<file path="config.mk">
export PLATFORM = sky130hd
export DESIGN_NAME = gcd_lcm_unit_flat
export DESIGN_NICKNAME = d
export VERILOG_FILES = /design/src/rtl/gl_pkg.sv /design/src/rtl/gl_in_if.sv /design/src/rtl/gl_out_if.sv /design/src/rtl/gl_dp.sv /design/src/rtl/gl_ctrl.sv /design/src/rtl/gcd_lcm_unit.sv /design/src/flat_wrapper.sv
export SDC_FILE = /design/constraint.sdc
export NUM_CORES = 1
export LEC_CHECK = 0
export ABC_AREA = 0
export BUFFER_PORTS_ARGS = -buffer_cell sky130_fd_sc_hd__buf_2
export CORE_AREA = 10 10 289 291
export DETAILED_ROUTE_END_ITERATION = 10
export DIE_AREA = 0 0 299 301
export PLACE_DENSITY = 0.39
export SLEW_MARGIN = 20
export SYNTH_ARGS = -nofsm -noshare
export SYNTH_HDL_FRONTEND = slang
export SYNTH_SLANG_ARGS = --single-unit
</file>
<file path="constraint.sdc">
create_clock -name clk -period 8.2 [get_ports clk]
set_input_delay 0.82 -clock clk [delete_from_list [all_inputs] [get_ports clk]]
set_output_delay 0.82 -clock clk [all_outputs]
set_load 0.02 [all_outputs]
</file>
<file path="src/rtl/gl_pkg.sv">
// Shared command and status types for the gcd/lcm unit.
`default_nettype none

package gl_pkg;

  typedef struct packed {
    logic load;
    logic gcd_step;
    logic div_init;
    logic div_step;
    logic mul;
    logic store;
  } gl_cmd_t;

  typedef struct packed {
    logic zero;
    logic gcd_done;
  } gl_stat_t;

endpackage

`default_nettype wire

</file>
<file path="src/rtl/gl_in_if.sv">
// Operand channel interface: valid/ready handshake with two operands.
`default_nettype none

interface gl_in_if #(
  parameter int W = 16
) ();
  logic         valid;
  logic         ready;
  logic [W-1:0] first_value;
  logic [W-1:0] second_value;

  modport source (output valid, output first_value, output second_value, input ready);
  modport sink (input valid, input first_value, input second_value, output ready);
endinterface

`default_nettype wire

</file>
<file path="src/rtl/gl_out_if.sv">
// Result channel interface: valid/ready handshake with divisor, multiple and flag.
`default_nettype none

interface gl_out_if #(
  parameter int W = 16
) ();
  logic           valid;
  logic           ready;
  logic [W-1:0]   divisor;
  logic [2*W-1:0] multiple;
  logic           invalid;

  modport source (output valid, output divisor, output multiple, output invalid, input ready);
  modport sink (input valid, input divisor, input multiple, input invalid, output ready);
endinterface

`default_nettype wire

</file>
<file path="src/rtl/gl_dp.sv">
// Datapath: binary gcd, restoring divider, multiplier and result register.
`default_nettype none

module gl_dp
  import gl_pkg::*;
#(
  parameter int W = 16
) (
  input  wire logic           clk,
  input  wire gl_cmd_t        cmd,
  output gl_stat_t            stat,
  input  wire logic [W-1:0]   first_value,
  input  wire logic [W-1:0]   second_value,
  output logic [W-1:0]        divisor,
  output logic [2*W-1:0]      multiple,
  output logic                invalid
);

  localparam int KW = $clog2(W);
  localparam int MW = 2 * W;

  logic [W-1:0]  a_r, b_r, x_r, y_r, g_r, rem_r, quo_r;
  logic [KW-1:0] k_r;
  logic          zero_r;
  logic [MW-1:0] p_r;
  logic [W-1:0]  div_r;
  logic [MW-1:0] mul_r;
  logic          inv_r;

  logic          x_gt;
  logic [W-1:0]  diff;
  logic [W:0]    rem_sh;
  logic          ge;
  logic [W:0]    rem_sub;

  assign x_gt    = x_r > y_r;
  assign diff    = x_gt ? (x_r - y_r) : (y_r - x_r);
  assign rem_sh  = {rem_r, quo_r[W-1]};
  assign ge      = rem_sh >= {1'b0, g_r};
  assign rem_sub = rem_sh - {1'b0, g_r};

  assign stat.zero     = zero_r;
  assign stat.gcd_done = (x_r == y_r);

  always_ff @(posedge clk) begin
    if (cmd.load) begin
      a_r    <= first_value;
      b_r    <= second_value;
      x_r    <= first_value;
      y_r    <= second_value;
      k_r    <= '0;
      zero_r <= (first_value == '0) || (second_value == '0);
    end else if (cmd.gcd_step) begin
      if (!x_r[0] && !y_r[0]) begin
        x_r <= x_r >> 1;
        y_r <= y_r >> 1;
        k_r <= k_r + KW'(1);
      end else if (!x_r[0]) begin
        x_r <= x_r >> 1;
      end else if (!y_r[0]) begin
        y_r <= y_r >> 1;
      end else if (x_gt) begin
        x_r <= diff >> 1;
      end else begin
        y_r <= diff >> 1;
      end
    end
    if (cmd.div_init) begin
      g_r   <= x_r << k_r;
      rem_r <= '0;
      quo_r <= a_r;
    end else if (cmd.div_step) begin
      rem_r <= ge ? rem_sub[W-1:0] : rem_sh[W-1:0];
      quo_r <= {quo_r[W-2:0], ge};
    end
    if (cmd.mul) begin
      p_r <= MW'(quo_r) * MW'(b_r);
    end
    if (cmd.store) begin
      div_r <= zero_r ? '0 : g_r;
      mul_r <= zero_r ? '0 : p_r;
      inv_r <= zero_r;
    end
  end

  assign divisor  = div_r;
  assign multiple = mul_r;
  assign invalid  = inv_r;

endmodule

`default_nettype wire

</file>
<file path="src/rtl/gl_ctrl.sv">
// Controller: sequences load, gcd, divide, multiply and result hand-off.
`default_nettype none

module gl_ctrl
  import gl_pkg::*;
#(
  parameter int W = 16
) (
  input  wire logic     clk,
  input  wire logic     rst_n,
  input  wire logic     in_valid,
  output logic          in_ready,
  output logic          out_valid,
  input  wire logic     out_ready,
  output gl_cmd_t       cmd,
  input  wire gl_stat_t stat
);

  localparam int CW = $clog2(W);

  localparam logic [2:0] S_IDLE = 3'd0;
  localparam logic [2:0] S_GCD  = 3'd1;
  localparam logic [2:0] S_GINI = 3'd2;
  localparam logic [2:0] S_DIV  = 3'd3;
  localparam logic [2:0] S_MUL  = 3'd4;
  localparam logic [2:0] S_FIN  = 3'd5;

  logic [2:0]    state_r, state_nxt;
  logic [CW-1:0] cnt_r, cnt_nxt;
  logic          oval_r, oval_nxt;
  logic          slot_free;

  assign slot_free = !oval_r || out_ready;
  assign in_ready  = (state_r == S_IDLE);
  assign out_valid = oval_r;

  always_comb begin
    state_nxt = state_r;
    cnt_nxt   = cnt_r;
    oval_nxt  = oval_r && !out_ready;
    cmd       = '0;
    case (state_r)
      S_IDLE: begin
        if (in_valid) begin
          cmd.load  = 1'b1;
          state_nxt = S_GCD;
        end
      end
      S_GCD: begin
        if (stat.zero) begin
          state_nxt = S_FIN;
        end else if (stat.gcd_done) begin
          state_nxt = S_GINI;
        end else begin
          cmd.gcd_step = 1'b1;
        end
      end
      S_GINI: begin
        cmd.div_init = 1'b1;
        cnt_nxt      = '0;
        state_nxt    = S_DIV;
      end
      S_DIV: begin
        cmd.div_step = 1'b1;
        cnt_nxt      = cnt_r + CW'(1);
        if (cnt_r == CW'(W - 1)) begin
          state_nxt = S_MUL;
        end
      end
      S_MUL: begin
        cmd.mul   = 1'b1;
        state_nxt = S_FIN;
      end
      S_FIN: begin
        if (slot_free) begin
          cmd.store = 1'b1;
          oval_nxt  = 1'b1;
          state_nxt = S_IDLE;
        end
      end
      default: begin
        state_nxt = S_IDLE;
      end
    endcase
  end

  always_ff @(posedge clk) begin
    if (!rst_n) begin
      state_r <= S_IDLE;
      cnt_r   <= '0;
      oval_r  <= 1'b0;
    end else begin
      state_r <= state_nxt;
      cnt_r   <= cnt_nxt;
      oval_r  <= oval_nxt;
    end
  end

endmodule

`default_nettype wire

</file>
<file path="src/rtl/gcd_lcm_unit.sv">
// Top level: gcd and lcm of two unsigned operands, controller plus datapath.
//
//   channel  | modport | payload                          | accepted when
//   in_ch    | sink    | first_value, second_value        | valid & ready
//   out_ch   | source  | divisor, multiple, invalid       | valid & ready
//
// One item at a time: each item goes through load, the binary gcd steps, divider
// setup, OPERAND_WIDTH divider steps for first_value / divisor, multiply and
// store. A zero operand skips straight from the gcd check to the store.
// Reset is synchronous, active low; it clears the controller and out valid.
// The result register frees the input side while a result stalls on out_ch.
`default_nettype none

module gcd_lcm_unit
  import gl_pkg::*;
#(
  parameter int OPERAND_WIDTH = 16
) (
  input  wire logic clk,
  input  wire logic rst_n,
  gl_in_if.sink     in_ch,
  gl_out_if.source  out_ch
);

  gl_cmd_t  cmd;
  gl_stat_t stat;

  gl_ctrl #(
    .W (OPERAND_WIDTH)
  ) u_ctrl (
    .clk       (clk),
    .rst_n     (rst_n),
    .in_valid  (in_ch.valid),
    .in_ready  (in_ch.ready),
    .out_valid (out_ch.valid),
    .out_ready (out_ch.ready),
    .cmd       (cmd),
    .stat      (stat)
  );

  gl_dp #(
    .W (OPERAND_WIDTH)
  ) u_dp (
    .clk          (clk),
    .cmd          (cmd),
    .stat         (stat),
    .first_value  (in_ch.first_value),
    .second_value (in_ch.second_value),
    .divisor      (out_ch.divisor),
    .multiple     (out_ch.multiple),
    .invalid      (out_ch.invalid)
  );

  a_busy_after_accept: assert property (@(posedge clk) disable iff (!rst_n)
    in_ch.valid && in_ch.ready |=> !in_ch.ready)
    else $error("input taken again right after accept");

  a_invalid_zero: assert property (@(posedge clk) disable iff (!rst_n)
    out_ch.valid && out_ch.invalid |-> out_ch.divisor == '0 && out_ch.multiple == '0)
    else $error("invalid result carries nonzero values");

  a_valid_nonzero: assert property (@(posedge clk) disable iff (!rst_n)
    out_ch.valid && !out_ch.invalid |-> out_ch.divisor != '0 && out_ch.multiple != '0)
    else $error("valid result with zero divisor or multiple");

endmodule

`default_nettype wire
</file>
<file path="src/flat_wrapper.sv">
// flat-port wrapper written by rule: the top's interface ports become plain ports
module gcd_lcm_unit_flat import gl_pkg::*;
#(
  parameter int OPERAND_WIDTH = 16
)
  (clk, rst_n, in_ch_valid, in_ch_first_value, in_ch_second_value, in_ch_ready, out_ch_valid, out_ch_divisor, out_ch_multiple, out_ch_invalid, out_ch_ready);
  gl_in_if in_ch_i ();
  gl_out_if out_ch_i ();
  input  wire logic clk;
  input  wire logic rst_n;
  input wire logic [$bits(in_ch_i.valid)-1:0] in_ch_valid;
  input wire logic [$bits(in_ch_i.first_value)-1:0] in_ch_first_value;
  input wire logic [$bits(in_ch_i.second_value)-1:0] in_ch_second_value;
  output wire logic [$bits(in_ch_i.ready)-1:0] in_ch_ready;
  output wire logic [$bits(out_ch_i.valid)-1:0] out_ch_valid;
  output wire logic [$bits(out_ch_i.divisor)-1:0] out_ch_divisor;
  output wire logic [$bits(out_ch_i.multiple)-1:0] out_ch_multiple;
  output wire logic [$bits(out_ch_i.invalid)-1:0] out_ch_invalid;
  input wire logic [$bits(out_ch_i.ready)-1:0] out_ch_ready;
  assign in_ch_i.valid = in_ch_valid;
  assign in_ch_i.first_value = in_ch_first_value;
  assign in_ch_i.second_value = in_ch_second_value;
  assign in_ch_ready = in_ch_i.ready;
  assign out_ch_valid = out_ch_i.valid;
  assign out_ch_divisor = out_ch_i.divisor;
  assign out_ch_multiple = out_ch_i.multiple;
  assign out_ch_invalid = out_ch_i.invalid;
  assign out_ch_i.ready = out_ch_ready;
  gcd_lcm_unit #(.OPERAND_WIDTH(OPERAND_WIDTH)) u_core (.clk(clk), .rst_n(rst_n), .in_ch(in_ch_i), .out_ch(out_ch_i));
endmodule
</file>
Word-level counts from Yosys, hierarchy flattened
Index checks and enable logic that the tools add are counted.

Output and inout bits: 51. Flip-flop bits (word level): 206. Input port bits: 36. Word-level logic and storage cells: 96.

Equality and inequality tests: 14. Shifts and indexed selects: 1. Reductions and logical operators: 20. Mux-type cells: 35. Add/subtract/negate cells: 5. $mul: 1. Magnitude comparators: 2.

Operators by type and width (number): two-way mux 16 bit (16); subtractor 16 bit (3); logical NOT 16 bit (2); multiplier 16 x 16 -> 32 bit (1); one-hot mux 3 bit (6 select lines) (1); >= comparator 17 x 16 -> 1 bit (1); == test 16 bit (1); > comparator 16 bit (1); left shift 16 x 4 -> 16 bit (1); two-way mux 3 bit (5); two-way mux 1 bit (12); adder 4 x 1 -> 4 bit, second input constant (2); != test 4 x 1 -> 1 bit, second input constant (2); one-hot mux 4 bit (2 select lines) (1); == test 3 x 2 -> 1 bit, second input constant (2); == test 3 bit, second input constant (2); != test 2 bit, second input constant (3); AND reduction 3 bit (2); nonzero test 2 bit (3); == test 4 bit, second input constant (1); logical NOT 1 bit (4); != test 4 x 2 -> 1 bit, second input constant (1); AND reduction 2 bit (2); AND reduction 4 bit (1); 6 further kinds (8).

Depth between registers and ports, before layout
Word-level depth: 8. Depth in mapped cells: 22. Depth with buffers taken out: 21.

Modules after synthesis
A second synthesis with hierarchy kept.

Cell total of the unflattened synthesis: 1946. Area total of the unflattened synthesis: 19397.4 µm².

Modules (own cells, without submodules): gl_dp (cells an instance 1888, times used 1, sequential area each 5745.5 µm², area each 18894.4 µm²); gl_ctrl (cells an instance 58, times used 1, sequential area each 160.2 µm², area each 503.0 µm²).

Worst setup path after synthesis
OpenSTA, ideal clock, no wires.

Path type: flip-flop to flip-flop. Start point: register u_core.u_dp.b_r[1]. End point: register u_core.u_dp.p_r[30] (data pin). Setup slack: 2310 ps. Stages on the path, launching flop included: 21. Data arrival time: 5632 ps. Period minus slack after synthesis: 5890 ps. Buffers on the path: 1. Data required time: 7941 ps. Library setup time: 259 ps. Cell sequence: edfxtp_1 > clkbuf_1 > nand2_1 > fa_1 > fa_1 > inv_1 > fa_1 > fa_1 > fa_1 > inv_1 > fa_1 > inv_1 > ha_1 > or2_2 > a21o_1 > a31oi_1 > inv_1 > o21bai_1 > a31oi_1 > a211o_1 > xor2_1.

Word-level cells in the longest chain between the ends: 1.

RTL lines: from (decl) (RTL line gl_dp.sv:22) `logic [W-1:0] a_r, b_r, x_r, y_r, g_r, rem_r, quo_r;`; from (signal assigned) (RTL line gl_dp.sv:48) `b_r <= second_value;`; multiplier 16 x 16 -> 32 bit (RTL line gl_dp.sv:77) `p_r <= MW'(quo_r) * MW'(b_r);`; to (signal assigned) (RTL line gl_dp.sv:77); to (decl) (RTL line gl_dp.sv:25) `logic [MW-1:0] p_r;`.

No other way between the ends. A chain may end at the register's enable or synchronous reset.

Worst setup path after layout
Start point: register u_core.u_dp.quo_r[12]. End point: register u_core.u_dp.p_r[29] (data pin).

Word-level cells in the longest chain between the ends: 1.

RTL lines: from (decl) (RTL line gl_dp.sv:22); from (signal assigned) (RTL line gl_dp.sv:71) `quo_r <= a_r;`; from (signal assigned) (RTL line gl_dp.sv:74) `quo_r <= {quo_r[W-2:0], ge};`; multiplier 16 x 16 -> 32 bit (RTL line gl_dp.sv:77).

No other way between the ends.

==> results.md <==
* FF+latch count, synth at 206
* Clock Latency Late Sink at 0.60 ns
* Number of synthesized flops with an enable pin at 178
* Synthesized instance count at 1956
* Postcts setup bufs at 0
* Worst reg2reg setup slack at 1.23 ns
* Per-cell routed wire length at 19.0 um
* Die ar. at 0.0900 mm2
* Met3 Wirelength at 2510 um
* Die H at 301 um
* Antenna-violating nets left at 0
* Via Count at 14013
* Unique masters post-synth at 74
* Final setup fails at 0
* CP Class: register to register
* Clk sinks at 206
* Most common cell after layout, fill and taps aside: inv_1
* Final HPWL DP at 45200 um
* Achievable Freq at 144 MHz
* Routed vias/inst at 4.56
* DRC Markers at 0
* Mapped Area at 0.0193 mm2
* N_diodes at 0
* Status: complete, no violations
* Minimum clock period at 6.97 ns
* Mapped Nets at 2344
* Initial Util at 24.9%
* Unrepaired setup endpoints after global routing: no
* Die width at 299 um
* Drt pass-1 iters at 5
* CTS tree: yes
* Worst Setup Start Kind: register
* Post-Syn Area per Cell at 9.86 um2
* FP Rows at 102
* Largest net degree at the start of global routing at 60
* CTS Buf Count at 28
* Slew @ Worst Pin at 0.978 ns
* Clock skew at 0.0386 ns
* Max_slew headroom at 34.8%
* Layout cell share with drive strength beyond 1 at 9.41%
* Top Layer Used: met4
* Initial DRC Count at 792
* Initial antenna violation count at 1
* Total core area at 0.0773 mm2
* WP data arrival at 7.40 ns
* CTS Hold Buffers Added at 0
* Global Route Usage Sum at 12.9%
* Sequential cell area fraction in the yosys report at 30.6%
* Global-route wire length before repair at 91200 um
* Drt total wl at 58400 um
* Hold Fails Final Rpt at 0
* Synthesis-to-finish area growth at 13.4%
* H-Tree Depth at 1
* Async set-reset flop share out of synthesis at 0%
* Sum of negative setup slack at 0 ns
* Met2 WL at 28600 um
* Root Driver: clkbuf_16
* CTS max path bufs at 3
* IO Port Bufs at 86
* Max-Cap Viols at 0
* Clock transition at path regs at 0.06 ns
* Path type of the worst min-delay path: primary input to register
* Final net count at 2396
* Nature of the critical path endpoint: register
* Global route total overflow at 0
* Crit path max fanout at 17
* Ports at 87
* Fill cells at 8240
* Synth warn at 0
* Fin. max-slew vios at 0
* Period utilisation layout at 85.0%
* Vias in the first global route at 15218
* Most frequent cells in the layout: inv_1 (290), nand2_1 (218), fa_1 (197), edfxtp_1 (178), ha_1 (155)
* Ys flop type: edfxtp_1
* Met1 WL at 25900 um
* Required time of the critical path at 8.63 ns
* Routability cong. at 0.832
* Post-CTS Resized at 0
-- cells in the mapped netlist, types with 21 or more instances --
master | number | area share, %
xnor2_1 | 43 | 2.0
and2_1 | 130 | 4.2
o21ai_0 | 49 | 1.3
nor2_1 | 130 | 2.5
nand2_1 | 218 | 4.2
mux2i_1 | 26 | 1.3
nand3_1 | 35 | 0.91
a31oi_1 | 21 | 0.68
nor3_1 | 22 | 0.57
clkbuf_1 | 66 | 1.3
ha_1 | 155 | 10
a21oi_1 | 69 | 1.8
dfxtp_1 | 28 | 2.9
edfxtp_1 | 178 | 28
inv_1 | 290 | 5.6
fa_1 | 197 | 20
nor2b_1 | 45 | 1.5
-- area by class of cell --
class / instances / area [um2] / area share (%)
inverter: 292 / 1100 / 5.01
clock inverter: 21 / 314 / 1.44
multi-input combinational: 1380 / 12000 / 54.8
timing repair buffer: 100 / 551 / 2.52
sequential: 206 / 5910 / 27.0
clock buffer: 31 / 712 / 3.26
tap: 1040 / 1300 / 5.95
-- per-stage QoR --
step / util, % / setup WS (ns) / cells / area (um2) / hold slack [ns]
6_report: 28.3 / 1.23 / 3070 / 21900 / 0.450
5_1_grt: 28.3 / 0.956 / 3070 / 21900 / 0.427
4_1_cts: 28.3 / 1.17 / 3070 / 21900 / 0.419
3_5_place_dp: 26.9 / 1.26 / 3018 / 20800 / 0.478
3_3_place_gp: 26.9 / 1.33 / 3016 / 20800 / 0.472
2_1_floorplan: - / 2.31 / 1956 / 19300 / 0.450
-- critical path, cell delays in order (launching register included) --
cell	delay [ns]
edfxtp_1	0.99
nand2_1	0.18
fa_1	0.56
fa_1	0.53
fa_1	0.52
inv_1	0.06
fa_1	0.49
fa_1	0.53
inv_1	0.05
fa_1	0.47
inv_1	0.05
ha_1	0.37
a21oi_1	0.17
o21ai_0	0.14
nor3_1	0.21
o21ai_0	0.15
a21oi_1	0.42
a21oi_1	0.26
or4b_1	0.55
nand3_1	0.09
-- cell families (layout without fill, tap and decap cells) --
logic type,count (synthesis),in the layout,synth area share [%]
buffers and inverters,370,444,7.31
xor gates and xnor gates,55,55,2.50
muxes,50,50,3.16
AOI/OAI and AO/OA,279,279,9.68
and+or+nand+nor,644,644,16.2
adders and majority gates,352,352,30.5
DFF,206,206,30.6
-- per-layer routing --
layer,track usage (%),vias to the layer above
li1,-,6600
met1,16.4,7049
met2,22.6,292
met3,1.97,72
met4,3.08,0
met5,0,-
-- registers in the layout, summed over array words and instances, names as in the netlist --
register,count
u_core.u_dp.multiple,32
u_core.u_dp.p_r,32
u_core.u_dp.a_r,16
u_core.u_dp.b_r,16
u_core.u_dp.divisor,16
u_core.u_dp.g_r,16
u_core.u_dp.quo_r,16
u_core.u_dp.rem_r,16
u_core.u_dp.x_r,16
u_core.u_dp.y_r,16
u_core.u_ctrl.cnt_r,4
u_core.u_dp.k_r,4
u_core.u_ctrl.state_r,3
u_core.u_ctrl.out_valid,1
u_core.u_dp.invalid,1
u_core.u_dp.zero_r,1
-- worst paths after layout --
check / startpoint / endpoint / depth (start not counted)
max: u_core.u_dp.quo_r[12] / u_core.u_dp.p_r[29] / 19
min: in_ch_second_value[13] / u_core.u_dp.b_r[13] / 1
max reg2reg: u_core.u_dp.quo_r[12] / u_core.u_dp.p_r[29] / 19
min reg2reg: u_core.u_dp.rem_r[13] / u_core.u_dp.rem_r[13] / 2
Power is not shown: default switching activity piles up to over one toggle a cycle in this logic, so the estimate is an artifact.
